===== config.mk =====
export PLATFORM = sky130hd
export DESIGN_NAME = price_bar_gap_detector_core
export DESIGN_NICKNAME = d
export VERILOG_FILES = /design/src/hw/rtl/pbgd_pkg.sv /design/src/hw/rtl/pbgd_div.sv /design/src/hw/rtl/pbgd_datapath.sv /design/src/hw/rtl/pbgd_ctrl.sv /design/src/hw/rtl/price_bar_gap_detector_core.sv
export SDC_FILE = /design/constraint.sdc
export NUM_CORES = 2
export LEC_CHECK = 0
export BUFFER_PORTS_ARGS = -buffer_cell sky130_fd_sc_hd__buf_4
export CAP_MARGIN = 15
export CORE_MARGIN = 10
export CORE_UTILIZATION = 40
export DETAILED_ROUTE_END_ITERATION = 8
export GPL_ROUTABILITY_DRIVEN = 0
export GPL_TIMING_DRIVEN = 0
export SLEW_MARGIN = 20
export SYNTH_ARGS = -nofsm -noshare
export SYNTH_HDL_FRONTEND = slang
export SYNTH_SLANG_ARGS = --single-unit

===== constraint.sdc =====
create_clock -name clk -period 8.9 [get_ports clk]
set_clock_uncertainty 0.1 [all_clocks]
set_input_delay 0.89 -clock clk [delete_from_list [all_inputs] [get_ports clk]]
set_output_delay 0.89 -clock clk [all_outputs]
set_load 0.005 [all_outputs]

===== src/hw/rtl/pbgd_pkg.sv =====
// ---------------------------------------------------------------------------
// pbgd_pkg
// Shared widths, constants and controller/datapath interface types for the
// price bar gap detector.
// ---------------------------------------------------------------------------
package pbgd_pkg;

	// field widths fixed by the bar format
	localparam int unsigned PRICE_W   = 32;
	localparam int unsigned TIME_W    = 64;
	localparam int unsigned FRAC_BITS = 16;
	localparam int unsigned MIN_GAP_W = 31;

	// divider operands: numerator is diff * 100, denominator a price
	localparam int unsigned PCT_SCALE_W = 7;
	localparam int unsigned NUM_W       = PRICE_W + PCT_SCALE_W;
	localparam int unsigned DEN_W       = PRICE_W;
	localparam int unsigned Q_W         = 32;

	localparam logic [PCT_SCALE_W-1:0] PCT_SCALE = 7'd100;

	// saturation limits
	localparam logic [Q_W-1:0] PCT_POS_MAX = 32'h7FFF_FFFF;
	localparam logic [Q_W-1:0] PCT_NEG_MAX = 32'h8000_0000;
	localparam logic [Q_W-1:0] RATIO_MAX   = 32'hFFFF_FFFF;

	// configuration register indexes
	localparam int unsigned CFG_ADDR_W = 2;
	localparam logic [CFG_ADDR_W-1:0] REG_MIN_GAP  = 2'd0;
	localparam logic [CFG_ADDR_W-1:0] REG_FILL_THR = 2'd1;

	localparam logic [MIN_GAP_W-1:0] MIN_GAP_RESET  = '0;
	localparam logic [PRICE_W-1:0]   FILL_THR_RESET = 32'd65536;

	// controller to datapath
	typedef struct packed {
		logic load;         // capture the accepted bar, roll prior state
		logic mul;          // form diff * 100
		logic div_start;    // launch the shared divider
		logic div_ratio;    // divider operands: retrace ratio, else percent
		logic pct_latch;    // keep saturated percent magnitude
		logic ratio_latch;  // keep saturated retrace ratio
		logic ratio_clear;  // retrace ratio is zero
		logic out_load;     // fill the output register
	} pbgd_cmd_t;

	// datapath to controller
	typedef struct packed {
		logic elig;      // open and prior close valid and different
		logic qualify;   // percent magnitude reaches threshold
		logic rgo;       // range valid and prior close touched
		logic div_busy;
		logic div_done;
	} pbgd_status_t;

endpackage


===== src/hw/rtl/pbgd_div.sv =====
// ---------------------------------------------------------------------------
// pbgd_div
// Radix-2 restoring divider: floor(num * 2^16 / den) with
// overflow detected up front and flagged on sat, one quotient bit per cycle.
// ---------------------------------------------------------------------------
module pbgd_div
	import pbgd_pkg::*;
(
	input  logic             clk,
	input  logic             arst_n,
	input  logic             start,
	input  logic [NUM_W-1:0] num,
	input  logic [DEN_W-1:0] den,
	output logic             busy,
	output logic             done,
	output logic             sat,
	output logic [Q_W-1:0]   quot
);

	localparam int unsigned CNT_W = $clog2(Q_W);
	localparam int unsigned CMP_W = DEN_W + FRAC_BITS;

	logic             busy_q;
	logic             done_q;
	logic [CNT_W-1:0] cnt_q;
	logic             sat_q;
	logic [DEN_W-1:0] den_q;
	logic [DEN_W-1:0] rem_q;
	logic [Q_W-1:0]   nb_q;
	logic [Q_W-1:0]   q_q;

	logic             ovf;
	logic [DEN_W:0]   trial;
	logic [DEN_W:0]   trial_sub;
	logic             ge;

	// quotient overflows 32 bits exactly when num >= den * 2^16
	always_comb begin
		ovf = CMP_W'(num) >= {den, {FRAC_BITS{1'b0}}};
	end

	// one restoring step
	always_comb begin
		trial     = {rem_q, nb_q[Q_W-1]};
		ge        = trial >= {1'b0, den_q};
		trial_sub = trial - {1'b0, den_q};
	end

	// control
	always_ff @(posedge clk or negedge arst_n) begin
		if (!arst_n) begin
			busy_q <= 1'b0;
			done_q <= 1'b0;
			cnt_q  <= '0;
		end else begin
			if (start) begin
				busy_q <= !ovf;
				done_q <= ovf;
				cnt_q  <= CNT_W'(Q_W - 1);
			end else if (busy_q) begin
				cnt_q  <= cnt_q - 1'b1;
				done_q <= (cnt_q == '0);
				if (cnt_q == '0) begin
					busy_q <= 1'b0;
				end
			end else begin
				done_q <= 1'b0;
			end
		end
	end

	// remainder and quotient
	always_ff @(posedge clk) begin
		if (start) begin
			sat_q <= ovf;
			den_q <= den;
			rem_q <= DEN_W'(num[NUM_W-1:FRAC_BITS]);
			nb_q  <= {num[FRAC_BITS-1:0], {(Q_W-FRAC_BITS){1'b0}}};
			q_q   <= '0;
		end else if (busy_q) begin
			rem_q <= ge ? trial_sub[DEN_W-1:0] : trial[DEN_W-1:0];
			nb_q  <= {nb_q[Q_W-2:0], 1'b0};
			q_q   <= {q_q[Q_W-2:0], ge};
		end
	end

	assign busy = busy_q;
	assign done = done_q;
	assign sat  = sat_q;
	assign quot = q_q;

	// a start never lands on a division in progress
	a_start_idle: assert property (@(posedge clk) disable iff (!arst_n)
		start |-> !busy_q)
		else $error("divider started while busy");

	// a non-overflow start runs the iteration
	a_start_runs: assert property (@(posedge clk) disable iff (!arst_n)
		(start && !ovf) |=> (busy_q && !done_q))
		else $error("divider did not begin iterating");

	// done never while the iteration runs
	a_done_idle: assert property (@(posedge clk) disable iff (!arst_n)
		done_q |-> !busy_q)
		else $error("divider done while busy");

endmodule


===== src/hw/rtl/pbgd_datapath.sv =====
// ---------------------------------------------------------------------------
// pbgd_datapath
// Prior bar state, configuration registers, gap operands, shared divider,
// saturation and the output register.
// ---------------------------------------------------------------------------
module pbgd_datapath
	import pbgd_pkg::*;
#(
	parameter int unsigned PRICE_WIDTH = 32
) (
	input  logic                     clk,
	input  logic                     arst_n,
	input  pbgd_cmd_t                cmd,
	output pbgd_status_t             status,
	// configuration
	input  logic                     cfg_we,
	input  logic [CFG_ADDR_W-1:0]    cfg_addr,
	input  logic [PRICE_W-1:0]       cfg_wdata,
	// input bar
	input  logic [PRICE_W-1:0]       in_open,
	input  logic                     in_open_valid,
	input  logic [PRICE_W-1:0]       in_high,
	input  logic [PRICE_W-1:0]       in_low,
	input  logic                     in_range_valid,
	input  logic [PRICE_W-1:0]       in_close,
	input  logic                     in_close_valid,
	input  logic signed [TIME_W-1:0] in_time,
	// result
	output logic                     out_found,
	output logic                     out_filled,
	output logic [Q_W-1:0]           out_ratio,
	output logic signed [Q_W-1:0]    out_pct,
	output logic [PRICE_W-1:0]       out_prior_close,
	output logic signed [TIME_W-1:0] out_prior_time
);

	localparam logic [PRICE_W-1:0] PRICE_MASK = (PRICE_WIDTH >= PRICE_W) ? '1 :
		PRICE_W'((64'd1 << PRICE_WIDTH) - 64'd1);

	// configuration
	logic [MIN_GAP_W-1:0] min_gap_q;
	logic [PRICE_W-1:0]   fill_thr_q;

	// prior bar
	logic [PRICE_W-1:0]       last_close_q;
	logic                     last_pres_q;
	logic signed [TIME_W-1:0] last_time_q;

	// working set of the current bar
	logic [PRICE_W-1:0]       pc_q;
	logic signed [TIME_W-1:0] pt_q;
	logic                     up_q;
	logic                     elig_q;
	logic                     rv_q;
	logic                     rgo_q;
	logic [PRICE_W-1:0]       diff_q;
	logic [PRICE_W-1:0]       rnum_q;
	logic [NUM_W-1:0]         num_q;
	logic [Q_W-1:0]           mag_q;
	logic [Q_W-1:0]           ratio_q;

	// output register
	logic                     found_q;
	logic                     filled_q;
	logic [Q_W-1:0]           oratio_q;
	logic [Q_W-1:0]           opct_q;
	logic [PRICE_W-1:0]       opc_q;
	logic signed [TIME_W-1:0] opt_q;

	logic [PRICE_W-1:0] o_m;
	logic [PRICE_W-1:0] h_m;
	logic [PRICE_W-1:0] l_m;
	logic [PRICE_W-1:0] c_m;
	logic               up_d;
	logic               touch_d;

	logic [NUM_W-1:0]   div_num;
	logic [DEN_W-1:0]   div_den;
	logic [Q_W-1:0]     div_limit;
	logic               div_busy;
	logic               div_done;
	logic               div_sat;
	logic [Q_W-1:0]     div_q;
	logic [Q_W-1:0]     div_res;
	logic               qualify;
	logic               found_d;

	// masked prices and gap direction against the stored close
	always_comb begin
		o_m     = in_open  & PRICE_MASK;
		h_m     = in_high  & PRICE_MASK;
		l_m     = in_low   & PRICE_MASK;
		c_m     = in_close & PRICE_MASK;
		up_d    = o_m > last_close_q;
		touch_d = up_d ? (l_m <= last_close_q) : (h_m >= last_close_q);
	end

	// configuration writes, unknown indexes dropped
	always_ff @(posedge clk or negedge arst_n) begin
		if (!arst_n) begin
			min_gap_q  <= MIN_GAP_RESET;
			fill_thr_q <= FILL_THR_RESET;
		end else if (cfg_we) begin
			case (cfg_addr)
				REG_MIN_GAP:  min_gap_q  <= cfg_wdata[MIN_GAP_W-1:0];
				REG_FILL_THR: fill_thr_q <= cfg_wdata;
				default: ;
			endcase
		end
	end

	// prior bar state rolls on every accepted beat
	always_ff @(posedge clk or negedge arst_n) begin
		if (!arst_n) begin
			last_close_q <= '0;
			last_pres_q  <= 1'b0;
			last_time_q  <= '0;
		end else if (cmd.load) begin
			last_close_q <= c_m;
			last_pres_q  <= in_close_valid;
			last_time_q  <= in_time;
		end
	end

	// capture operands of the current bar
	always_ff @(posedge clk) begin
		if (cmd.load) begin
			pc_q   <= last_close_q;
			pt_q   <= last_time_q;
			up_q   <= up_d;
			elig_q <= in_open_valid && last_pres_q && (o_m != last_close_q);
			rv_q   <= in_range_valid;
			rgo_q  <= in_range_valid && touch_d;
			diff_q <= up_d ? (o_m - last_close_q) : (last_close_q - o_m);
			rnum_q <= up_d ? (o_m - l_m) : (h_m - o_m);
		end
		if (cmd.mul) begin
			num_q <= NUM_W'(diff_q) * NUM_W'(PCT_SCALE);
		end
		if (cmd.pct_latch) begin
			mag_q <= div_res;
		end
		if (cmd.ratio_latch) begin
			ratio_q <= div_res;
		end else if (cmd.ratio_clear) begin
			ratio_q <= '0;
		end
	end

	// divider operand select
	always_comb begin
		if (cmd.div_ratio) begin
			div_num   = NUM_W'(rnum_q);
			div_den   = diff_q;
			div_limit = RATIO_MAX;
		end else begin
			div_num   = num_q;
			div_den   = pc_q;
			div_limit = up_q ? PCT_POS_MAX : PCT_NEG_MAX;
		end
	end

	pbgd_div u_div (
		.clk    (clk),
		.arst_n (arst_n),
		.start  (cmd.div_start),
		.num    (div_num),
		.den    (div_den),
		.busy   (div_busy),
		.done   (div_done),
		.sat    (div_sat),
		.quot   (div_q)
	);

	// saturate the quotient
	always_comb begin
		if (div_sat || (div_q > div_limit)) begin
			div_res = div_limit;
		end else begin
			div_res = div_q;
		end
		qualify = mag_q >= Q_W'(min_gap_q);
		found_d = elig_q && qualify;
	end

	// output register, all zero when no gap
	always_ff @(posedge clk) begin
		if (cmd.out_load) begin
			found_q  <= found_d;
			filled_q <= found_d && rv_q && (ratio_q >= fill_thr_q);
			oratio_q <= found_d ? ratio_q : '0;
			opct_q   <= found_d ? (up_q ? mag_q : (Q_W'(0) - mag_q)) : '0;
			opc_q    <= found_d ? pc_q : '0;
			opt_q    <= found_d ? pt_q : '0;
		end
	end

	always_comb begin
		status.elig     = elig_q;
		status.qualify  = qualify;
		status.rgo      = rgo_q;
		status.div_busy = div_busy;
		status.div_done = div_done;
	end

	assign out_found       = found_q;
	assign out_filled      = filled_q;
	assign out_ratio       = oratio_q;
	assign out_pct         = opct_q;
	assign out_prior_close = opc_q;
	assign out_prior_time  = opt_q;

endmodule


===== src/hw/rtl/pbgd_ctrl.sv =====
// ---------------------------------------------------------------------------
// pbgd_ctrl
// Sequencer for one bar: operand capture, percent division, threshold
// check, retrace division and hand-off to the output register.
// ---------------------------------------------------------------------------
module pbgd_ctrl
	import pbgd_pkg::*;
(
	input  logic         clk,
	input  logic         arst_n,
	input  logic         in_valid,
	output logic         in_ready,
	output logic         out_valid,
	input  logic         out_ready,
	input  pbgd_status_t status,
	output pbgd_cmd_t    cmd
);

	typedef enum logic [2:0] {
		ST_IDLE,
		ST_CHECK,
		ST_PCT_GO,
		ST_PCT_WAIT,
		ST_PCT_CHK,
		ST_RAT_WAIT,
		ST_FIN
	} state_t;

	state_t state_q;
	state_t state_d;
	logic   out_valid_q;
	logic   in_acc;
	logic   out_free;

	always_comb begin
		in_acc   = (state_q == ST_IDLE) && in_valid;
		out_free = !out_valid_q || out_ready;
	end

	// command decode and next state
	always_comb begin
		cmd     = '0;
		state_d = state_q;
		case (state_q)
			ST_IDLE: begin
				if (in_valid) begin
					cmd.load = 1'b1;
					state_d  = ST_CHECK;
				end
			end
			ST_CHECK: begin
				if (status.elig) begin
					cmd.mul = 1'b1;
					state_d = ST_PCT_GO;
				end else begin
					state_d = ST_FIN;
				end
			end
			ST_PCT_GO: begin
				cmd.div_start = 1'b1;
				state_d       = ST_PCT_WAIT;
			end
			ST_PCT_WAIT: begin
				if (status.div_done) begin
					cmd.pct_latch = 1'b1;
					state_d       = ST_PCT_CHK;
				end
			end
			ST_PCT_CHK: begin
				if (status.qualify && status.rgo) begin
					cmd.div_start = 1'b1;
					cmd.div_ratio = 1'b1;
					state_d       = ST_RAT_WAIT;
				end else begin
					cmd.ratio_clear = 1'b1;
					state_d         = ST_FIN;
				end
			end
			ST_RAT_WAIT: begin
				cmd.div_ratio = 1'b1;
				if (status.div_done) begin
					cmd.ratio_latch = 1'b1;
					state_d         = ST_FIN;
				end
			end
			ST_FIN: begin
				if (out_free) begin
					cmd.out_load = 1'b1;
					state_d      = ST_IDLE;
				end
			end
			default: begin
				state_d = ST_IDLE;
			end
		endcase
	end

	// state and output valid
	always_ff @(posedge clk or negedge arst_n) begin
		if (!arst_n) begin
			state_q     <= ST_IDLE;
			out_valid_q <= 1'b0;
		end else begin
			state_q <= state_d;
			if (cmd.out_load) begin
				out_valid_q <= 1'b1;
			end else if (out_ready) begin
				out_valid_q <= 1'b0;
			end
		end
	end

	assign in_ready  = (state_q == ST_IDLE);
	assign out_valid = out_valid_q;

	// one bar at a time: no second beat right after an accept
	a_one_bar: assert property (@(posedge clk) disable iff (!arst_n)
		in_acc |=> !in_ready)
		else $error("input accepted while bar in progress");

	// output register never overwritten while a result waits
	a_no_overwrite: assert property (@(posedge clk) disable iff (!arst_n)
		cmd.out_load |-> out_free)
		else $error("result overwritten before taken");

	// divider launched only when free
	a_div_free: assert property (@(posedge clk) disable iff (!arst_n)
		cmd.div_start |-> !status.div_busy)
		else $error("divider launched while busy");

endmodule


===== src/hw/rtl/price_bar_gap_detector_core.sv =====
// ---------------------------------------------------------------------------
// price_bar_gap_detector_core
// Opening gap detector for a stream of price bars.
// ---------------------------------------------------------------------------
// One bar enters per s_axis beat; each bar yields exactly one m_axis beat,
// either a gap report or an all-zero no-gap result. The bar's close and time
// become the prior bar for the next beat, whatever the outcome.
// A bar with no usable gap goes from operand capture and the check straight
// to the output register; otherwise the percent is divided, and the retrace
// ratio is divided too when the percent reaches the threshold and the range
// touches the prior close. Both divisions share one radix-2 divider that
// retires one quotient bit per cycle; a division that overflows saturates
// without iterating. The next bar waits until this sequence is complete.
// s_axis_tready is high only while no bar is in progress. The result sits
// in an output register, so the next bar is accepted while a result waits;
// if m_axis_tready stays low the finished second bar holds until the first
// is taken. Reset clears the prior close flag (so the first bar reports no
// gap), the prior close and time, and loads the configuration reset values.
// Configuration is written through cfg_we/cfg_addr/cfg_wdata by the user
// only while idle; the block itself does not enforce this.
// ---------------------------------------------------------------------------
module price_bar_gap_detector_core
	import pbgd_pkg::*;
#(
	parameter int unsigned PRICE_WIDTH = 32
) (
	input  logic                  clk,
	input  logic                  arst_n,
	// configuration
	input  logic                  cfg_we,
	input  logic [CFG_ADDR_W-1:0] cfg_addr,
	input  logic [PRICE_W-1:0]    cfg_wdata,
	// bar input
	input  logic                  s_axis_tvalid,
	output logic                  s_axis_tready,
	// open_price, high_price, low_price, close_price, bar_time
	input  logic [191:0]          s_axis_tdata,
	// open_valid, range_valid, close_valid
	input  logic [2:0]            s_axis_tuser,
	// result output
	output logic                  m_axis_tvalid,
	input  logic                  m_axis_tready,
	// retrace_ratio, gap_percent, prior_close, prior_time
	output logic [159:0]          m_axis_tdata,
	// gap_found, fill flag
	output logic [1:0]            m_axis_tuser
);

	pbgd_cmd_t    cmd;
	pbgd_status_t status;

	logic                     found;
	logic                     filled;
	logic [Q_W-1:0]           ratio;
	logic signed [Q_W-1:0]    pct;
	logic [PRICE_W-1:0]       prior_close;
	logic signed [TIME_W-1:0] prior_time;

	pbgd_ctrl u_ctrl (
		.clk       (clk),
		.arst_n    (arst_n),
		.in_valid  (s_axis_tvalid),
		.in_ready  (s_axis_tready),
		.out_valid (m_axis_tvalid),
		.out_ready (m_axis_tready),
		.status    (status),
		.cmd       (cmd)
	);

	pbgd_datapath #(
		.PRICE_WIDTH (PRICE_WIDTH)
	) u_datapath (
		.clk             (clk),
		.arst_n          (arst_n),
		.cmd             (cmd),
		.status          (status),
		.cfg_we          (cfg_we),
		.cfg_addr        (cfg_addr),
		.cfg_wdata       (cfg_wdata),
		.in_open         (s_axis_tdata[31:0]),
		.in_open_valid   (s_axis_tuser[0]),
		.in_high         (s_axis_tdata[63:32]),
		.in_low          (s_axis_tdata[95:64]),
		.in_range_valid  (s_axis_tuser[1]),
		.in_close        (s_axis_tdata[127:96]),
		.in_close_valid  (s_axis_tuser[2]),
		.in_time         (s_axis_tdata[191:128]),
		.out_found       (found),
		.out_filled      (filled),
		.out_ratio       (ratio),
		.out_pct         (pct),
		.out_prior_close (prior_close),
		.out_prior_time  (prior_time)
	);

	// pack the result beat
	assign m_axis_tdata = {prior_time, prior_close, pct, ratio};
	assign m_axis_tuser = {filled, found};

endmodule


======== Yosys cells after proc, flatten, opt, wreduce, memory -nomap -nowiden ========
Index checks and enable logic that the tools add are counted.
cells by class
  $add $sub $neg .......................... 7
  multipliers ............................. 1
  magnitude comparators ................... 8
  equality and inequality tests ........... 12
  mux-type cells .......................... 46
  reductions and logical operators ........ 20
operator list
  cell                   count
  $mux 32                12
  $sub 32x32->32         5
  $ge 32x32->1           2
  $gt 32x32->1           2
  $ge 39x48->1           1
  $mux 23                2
  $mux 39                1
  $mul 32x5->37 const B  1
  $ge 33x32->1           1
  $ge 32x31->1           1
  $le 32x32->1           1
  $ne 32x32->1           1
  $sub 1x32->32 const A  1
  $pmux 3 s7             1
  $mux 1                 19
  $mux 3                 5
  $mux 5                 2
  $eq 3x3->1 const B     3
  $logic_and 1x1->1      7
  $eq 3x2->1 const B     2
  $ne 2x1->1 const B     3
  $reduce_bool 2->1      3
  $logic_not 5->1        1
  $sub 5x1->5 const B    1
  11 further kinds       16
word-level totals
  bits in registers ....................... 711
  input bits .............................. 234
  logic and storage cells ................. 127

======== Longest topological paths before layout ========
  word-level depth ........................ 9
  mapped depth ............................ 23
  mapped depth without buffers ............ 20

======== By module ========
Synthesis repeated with hierarchy kept, for this count alone.
unflattened totals
  cells, all modules ...................... 3964
  area, all modules ....................... 43222.7 um2
modules (own cells, without submodules)
  module                       instances  cells each  area an instance (um2)  seq. area each (um2)
  pbgd_datapath                1          3201        35596.6                 16827.4
  pbgd_div                     1          724         7302.0                  3158.0
  pbgd_ctrl                    1          37          309.0                   100.1
  price_bar_gap_detector_core  1          2           15.0                    0.0

======== Worst setup path after synthesis ========
OpenSTA, ideal clock, no wires.
  path kind ............................... input port to flip-flop
  start ................................... input m_axis_tready
  end ..................................... register u_datapath.filled_q, in the netlist u_datapath.out_filled, enable pin
  setup time .............................. 0.703 ns
  arrival ................................. 8.150 ns
  required time ........................... 8.097 ns
  path slack .............................. -0.053 ns
  stages on the path ...................... 2
  path buffers ............................ 0
  path through ............................ nand2b_1 -> nor2b_1
RTL lines
  element               line                               source
  start, declared       price_bar_gap_detector_core.sv:42  input logic m_axis_tready,
  end signal, assigned  pbgd_datapath.sv:190               filled_q <= found_d && rv_q && (ratio_q >= fill_thr_q);
  end, declared         pbgd_datapath.sv:64                logic filled_q;

======== Worst setup path in the final report ========
  start ................................... register u_datapath.mag_q[0]
  end ..................................... register u_datapath.u_div.sat_q, in the netlist u_datapath.u_div.sat, data pin
between the ends
  longest elaborated chain between the ends .. 6
  elaborated cells between the ends (all ways) .. 7
  classes of those cells .................. 2 x order compare; 4 x mux; 1 x reduce/logical
ends and longest elaborated chain
  element                                    line                  source
  start, declared                            pbgd_datapath.sv:59   logic [Q_W-1:0] mag_q;
  start signal, assigned                     pbgd_datapath.sv:141  mag_q <= div_res;
  $ge 32x31->1 (*)                           pbgd_datapath.sv:182  qualify = mag_q >= Q_W'(min_gap_q);
  $logic_and 1x1->1 (*)                      pbgd_ctrl.sv:70       if (status.qualify && status.rgo) begin
  $mux 2 (*)                                 pbgd_ctrl.sv:70
  $pmux 1 s2 (*)                             pbgd_ctrl.sv:44       case (state_q)
  $mux 39 / $mux 32 (equally long branches)  pbgd_datapath.sv:152  if (cmd.div_ratio) begin
  $ge 39x48->1 (*)                           pbgd_div.sv:39        ovf = CMP_W'(num) >= {den, {FRAC_BITS{1'b0}}};
  named net u_datapath.u_div.ovf             pbgd_div.sv:32        logic ovf;
  end signal, assigned                       pbgd_div.sv:75        sat_q <= ovf;
  end, declared                              pbgd_div.sv:26        logic sat_q;
The timed path passes the listed nets; every way through them passes the cells marked *.
A chain may end at the register's enable or synchronous reset.

==> results_tabular.tex <==
\begin{tabular}{lr}
\hline
Metric & Value \\
\hline
\multicolumn{2}{l}{\textbf{Setup path}} \\
\quad Worst Setup Path Type & reg -> reg \\
\quad Type of element launching the critical path & register \\
\quad Nature of the critical path endpoint & register \\
\quad Slowest cell on the critical path & sky130\_fd\_sc\_hd\_\_clkbuf\_1 \\
\quad Largest stage delay, worst path & 0.61 ns \\
\quad Most common cell on crit path & sky130\_fd\_sc\_hd\_\_o21a\_1 \\
\quad Crit-path max FO & 10 \\
\quad Series of cell instances along the critical path & inv\_1 -> ha\_1 -> nand2b\_4 -> a2111oi\_4 -> nor4\_1 -> o31a\_1 -> o31ai\_2 -> buf\_6 -> clkbuf\_1 -> clkbuf\_1 -> mux2i\_1 -> ha\_1 -> nor2b\_1 -> o21a\_1 -> o21a\_1 -> o21a\_1 -> o21a\_1 -> o21ai\_0 -> a21oi\_1 -> o21ai\_0 -> a21oi\_1 -> o21a\_1 -> o21a\_1 \\
\quad Stages on the worst setup path & 23 \\
\quad Arrival time of data at the critical path endpoint & 6.67 ns \\
\quad Worst path buffer plus inverter count & 4 \\
\quad Worst Path Required & 9.21 ns \\
\quad Crit-path leading delay family & compound AO/OA/AOI/OAI gates \\
\quad Number of cells on the worst reg-to-reg path & 23 \\
\multicolumn{2}{l}{\textbf{STA}} \\
\quad Rel. slew slack & 0.296 \\
\quad Min Tclk post-route & 6.36 ns \\
\quad RSZ-0062 raised after global routing & false \\
\quad Number of setup violations in the final report & 0 \\
\quad Worst Tran Pin Value & 1.04 ns \\
\quad Ratio of final minimum period to clock period & 0.715 \\
\quad Number of slew-limit violations in the final report & 0 \\
\quad Maximum operating frequency & 157 MHz \\
\quad Setup TNS & 0 ns \\
\quad Final hold viol count & 0 \\
\multicolumn{2}{l}{\textbf{Synth}} \\
\quad Post-synth EDFFs & 499 \\
\quad Flip-flop and latch count after synthesis & 711 \\
\quad Share of the yosys chip area belonging to registers & 0.470 \\
\quad Synthesized-area fraction occupied by and/or/nand/nor cells & 0.115 \\
\quad Share of synthesized cell area in full adder, half adder and majority cells & 0.139 \\
\quad Number of warning messages in the yosys log & 0 \\
\quad Net Count, Synth & 4728 \\
\quad Area of the mapped netlist & 0.0428 mm² \\
\quad Syn Inst Count & 4037 \\
\quad Post-synthesis xor/xnor area fraction & 0.0336 \\
\quad Main combinational cell family by area after synthesis & adder cells \\
\quad Synthesized area per cell & 10.6 µm² \\
\quad Leading register cell type out of synthesis & sky130\_fd\_sc\_hd\_\_edfxtp\_1 \\
\quad Share of synthesized flip-flops with an asynchronous set or reset & 0.241 \\
\quad Complex-gate fraction of the synthesized area & 0.128 \\
\quad Yosys cell types & 82 \\
\quad Share of cell area taken by muxes after synthesis & 0.0626 \\
\multicolumn{2}{l}{\textbf{Route}} \\
\quad Vias post-DR & 32200 \\
\quad Via count normalized by instance count & 5.37 \\
\quad Post-DRT Antenna Nets & 0 \\
\quad Detailed-router iteration count before antenna repair & 6 \\
\quad DRC & 0 \\
\quad Routed wire length & 130000 µm \\
\quad Initial detailed-routing violation count & 2614 \\
\quad Average wire per cell in the routed design & 21.6 µm \\
\multicolumn{2}{l}{\textbf{Clock tree}} \\
\quad Post-CTS setup-driven buffer insertion count & 0 \\
\quad Clock buffers created by TritonCTS & 81 \\
\quad Buffer type at the clock tree root & sky130\_fd\_sc\_hd\_\_clkbuf\_16 \\
\quad Clock insertion delay at the later pin of the skew report & 0.66 ns \\
\quad TritonCTS clock tree & done \\
\quad CTS clk-pin slew, worst paths & 0.06 ns \\
\quad Number of sinks on the clock net & 711 \\
\quad Longest Clk Path Bufs & 3 \\
\quad \# H-tree levels & 3 \\
\multicolumn{2}{l}{\textbf{Global routing}} \\
\quad Overall fraction of global-route tracks in use & 0.209 \\
\quad Largest net degree at the start of global routing & 81 \\
\quad First-pass GRT wire length & 196000 µm \\
\quad Antenna violations before repair & 13 \\
\quad GRT overflow & 0 \\
\quad Vias in the first global route & 32100 \\
\multicolumn{2}{l}{\textbf{Finish}} \\
\quad Layout cell share with drive strength beyond 1 & 0.161 \\
\quad Post-layout net count & 5233 \\
\quad P\&R area growth vs syn & 18.4\% \\
\quad Final core utilization & 0.479 \\
\multicolumn{2}{l}{\textbf{Place}} \\
\quad Post-DP HPWL & 104000 µm \\
\quad Number of input and output port buffers inserted & 397 \\
\multicolumn{2}{l}{\textbf{Power and ir drop}} \\
\quad Pwr per Cell Area & 259 mW/mm² \\
\quad Highest ir drop seen on vdd & 0.153 mV \\
\quad Leakage power & 22.6 nW \\
\multicolumn{2}{l}{\textbf{Die}} \\
\quad DIE AREA & 0.120 mm² \\
\quad IO Count & 398 \\
\quad Effective utilization at floorplan & 0.405 \\
\quad Standard-cell row count & 119 \\
\quad Horizontal extent of the die & 347 µm \\
\quad Std-Cell Core Area & 0.106 mm² \\
\quad Floorplan die height & 347 µm \\
\multicolumn{2}{l}{\textbf{Outcome}} \\
\quad Outcome & complete, no violations \\
\multicolumn{2}{l}{\textbf{Job}} \\
\quad Number of maximum-capacitance constraint violations & 0 \\
\multicolumn{2}{l}{\textbf{Worst hold path}} \\
\quad Hold Path Cell Cnt & 0 \\
\quad Type of the tightest min-delay check & reg -> reg \\
\hline
\end{tabular}
[through the flow]
stage / power, mW / cell area, µm² / worst slack, ns / cells / hold slack (ns)
floorplan: 8.14 / 42800 / 1.97 / 4037 / 0.321
global placement: 9.64 / 47500 / -2.83 / 5825 / 0.324
detailed placement: 9.73 / 48000 / 2.48 / 5849 / 0.328
CTS: 13.1 / 50600 / 2.46 / 6002 / 0.313
global route: 13.9 / 50700 / 2.26 / 6003 / 0.340
finish: 13.1 / 50700 / 2.54 / 6004 / 0.340
[logic make-up (layout without fill, tap and decap cells)]
kind of cell | Yosys count | count (layout)
and+or+nand+nor | 1012 | 1012
other | 0 | 2
DFF | 711 | 711
buffers and inverters | 570 | 1144
AOI/OAI and AO/OA | 884 | 884
xor gates and xnor gates | 164 | 164
adders and majority gates | 457 | 457
muxes | 239 | 239
[cell type report]
| class | count | area, µm² |
|---|---|---|
| antenna | 2 | 5.00 |
| buffer | 150 | 624 |
| clock buffer | 115 | 2270 |
| clock inverter | 37 | 407 |
| fill | 9825 | 55100 |
| inverter | 420 | 1580 |
| multi-input combinational | 2756 | 20500 |
| sequential | 711 | 20100 |
| tap | 1391 | 1740 |
| timing repair buffer | 422 | 3430 |
[layer usage]
metal  track usage  wire [µm]  share of wire  vias to the layer above
met5             0         46        0.00036                        -
met4        0.0580       3640          0.028                        6
met3        0.0403       8310          0.064                      172
met2         0.343      59800           0.46                     1033
met1         0.278      57700           0.45                    15500
li1              -          -              -                    15500
[Yosys cell counts (44+ instances only)]
cell                         n  area, µm²
sky130_fd_sc_hd__a21o_1     84        631
sky130_fd_sc_hd__edfxtp_1  499      15000
sky130_fd_sc_hd__o21a_1     65        488
sky130_fd_sc_hd__ha_1      425       5320
sky130_fd_sc_hd__dfrtp_1   170       4250
sky130_fd_sc_hd__nor2_1    273       1020
sky130_fd_sc_hd__xnor2_1   123       1080
sky130_fd_sc_hd__mux2_2    121       1360
sky130_fd_sc_hd__o21ai_0   243       1220
sky130_fd_sc_hd__nand3_1    63        315
sky130_fd_sc_hd__mux2i_1    91        911
sky130_fd_sc_hd__nor3_1     55        275
sky130_fd_sc_hd__inv_1     418       1570
sky130_fd_sc_hd__and3_1    145        907
sky130_fd_sc_hd__a21oi_1   260       1300
sky130_fd_sc_hd__nand2b_1   44        275
sky130_fd_sc_hd__clkbuf_1  132        495
sky130_fd_sc_hd__nand2_1   260        976
[worst paths after layout]
| check | from | endpoint | slack, ns |
|---|---|---|---|
| worst min register to register | u_datapath.last_time_q[36] | u_datapath.pt_q[36] | 0.34 |
| worst max-delay path | u_datapath.mag_q[0] | u_datapath.u_div.sat | 2.54 |
| worst min-delay path | u_datapath.last_time_q[36] | u_datapath.pt_q[36] | 0.34 |
| worst max register to register | u_datapath.mag_q[0] | u_datapath.u_div.sat | 2.54 |
| min in group asynchronous | arst_n | u_datapath.last_close_q[0] | 0.62 |
| max in group asynchronous | arst_n | u_datapath.last_close_q[25] | 6.90 |
[placed cells by master (no fill, tap or decap), types with 43 or more instances in the layout]
cell / count
sky130_fd_sc_hd__edfxtp_1: 499
sky130_fd_sc_hd__ha_1: 425
sky130_fd_sc_hd__inv_1: 418
sky130_fd_sc_hd__buf_4: 405
sky130_fd_sc_hd__nor2_1: 272
sky130_fd_sc_hd__a21oi_1: 260
sky130_fd_sc_hd__nand2_1: 260
sky130_fd_sc_hd__o21ai_0: 243
sky130_fd_sc_hd__dfrtp_1: 170
sky130_fd_sc_hd__clkbuf_1: 154
sky130_fd_sc_hd__and3_1: 145
sky130_fd_sc_hd__xnor2_1: 123
sky130_fd_sc_hd__mux2_2: 121
sky130_fd_sc_hd__mux2i_1: 91
sky130_fd_sc_hd__a21o_1: 84
sky130_fd_sc_hd__clkbuf_16: 82
sky130_fd_sc_hd__o21a_1: 65
sky130_fd_sc_hd__nand3_1: 63
sky130_fd_sc_hd__nor3_1: 53
sky130_fd_sc_hd__nand2b_1: 43
[sequential cells by signal, indices dropped and copies added (netlist names), 5 cells and up]
register	flops
u_datapath.diff_q	32
u_datapath.fill_thr_q	32
u_datapath.last_close_q	32
u_datapath.last_time_q	64
u_datapath.mag_q	32
u_datapath.min_gap_q	31
u_datapath.num_q	37
u_datapath.out_pct	32
u_datapath.out_prior_close	32
u_datapath.out_prior_time	64
u_datapath.out_ratio	32
u_datapath.pc_q	32
u_datapath.pt_q	64
u_datapath.ratio_q	32
u_datapath.rnum_q	32
u_datapath.u_div.cnt_q	5
u_datapath.u_div.den_q	32
u_datapath.u_div.nb_q	16
u_datapath.u_div.quot	32
u_datapath.u_div.rem_q	32
[report_power, final]
part	internal, mW	switching [mW]	total, mW
registers	4.33	0.325	4.66
clock network	1.91	1.42	3.34
logic	2.01	3.09	5.10
total	8.26	4.84	13.1
[what timing repair did]
action | in CTS | in global routing
gates resized for setup | 0 | 0
hold buffers | 1 | 0
hold endpoints to repair | 3 | 0
No activity file was read; power rests on OpenSTA's default activity.
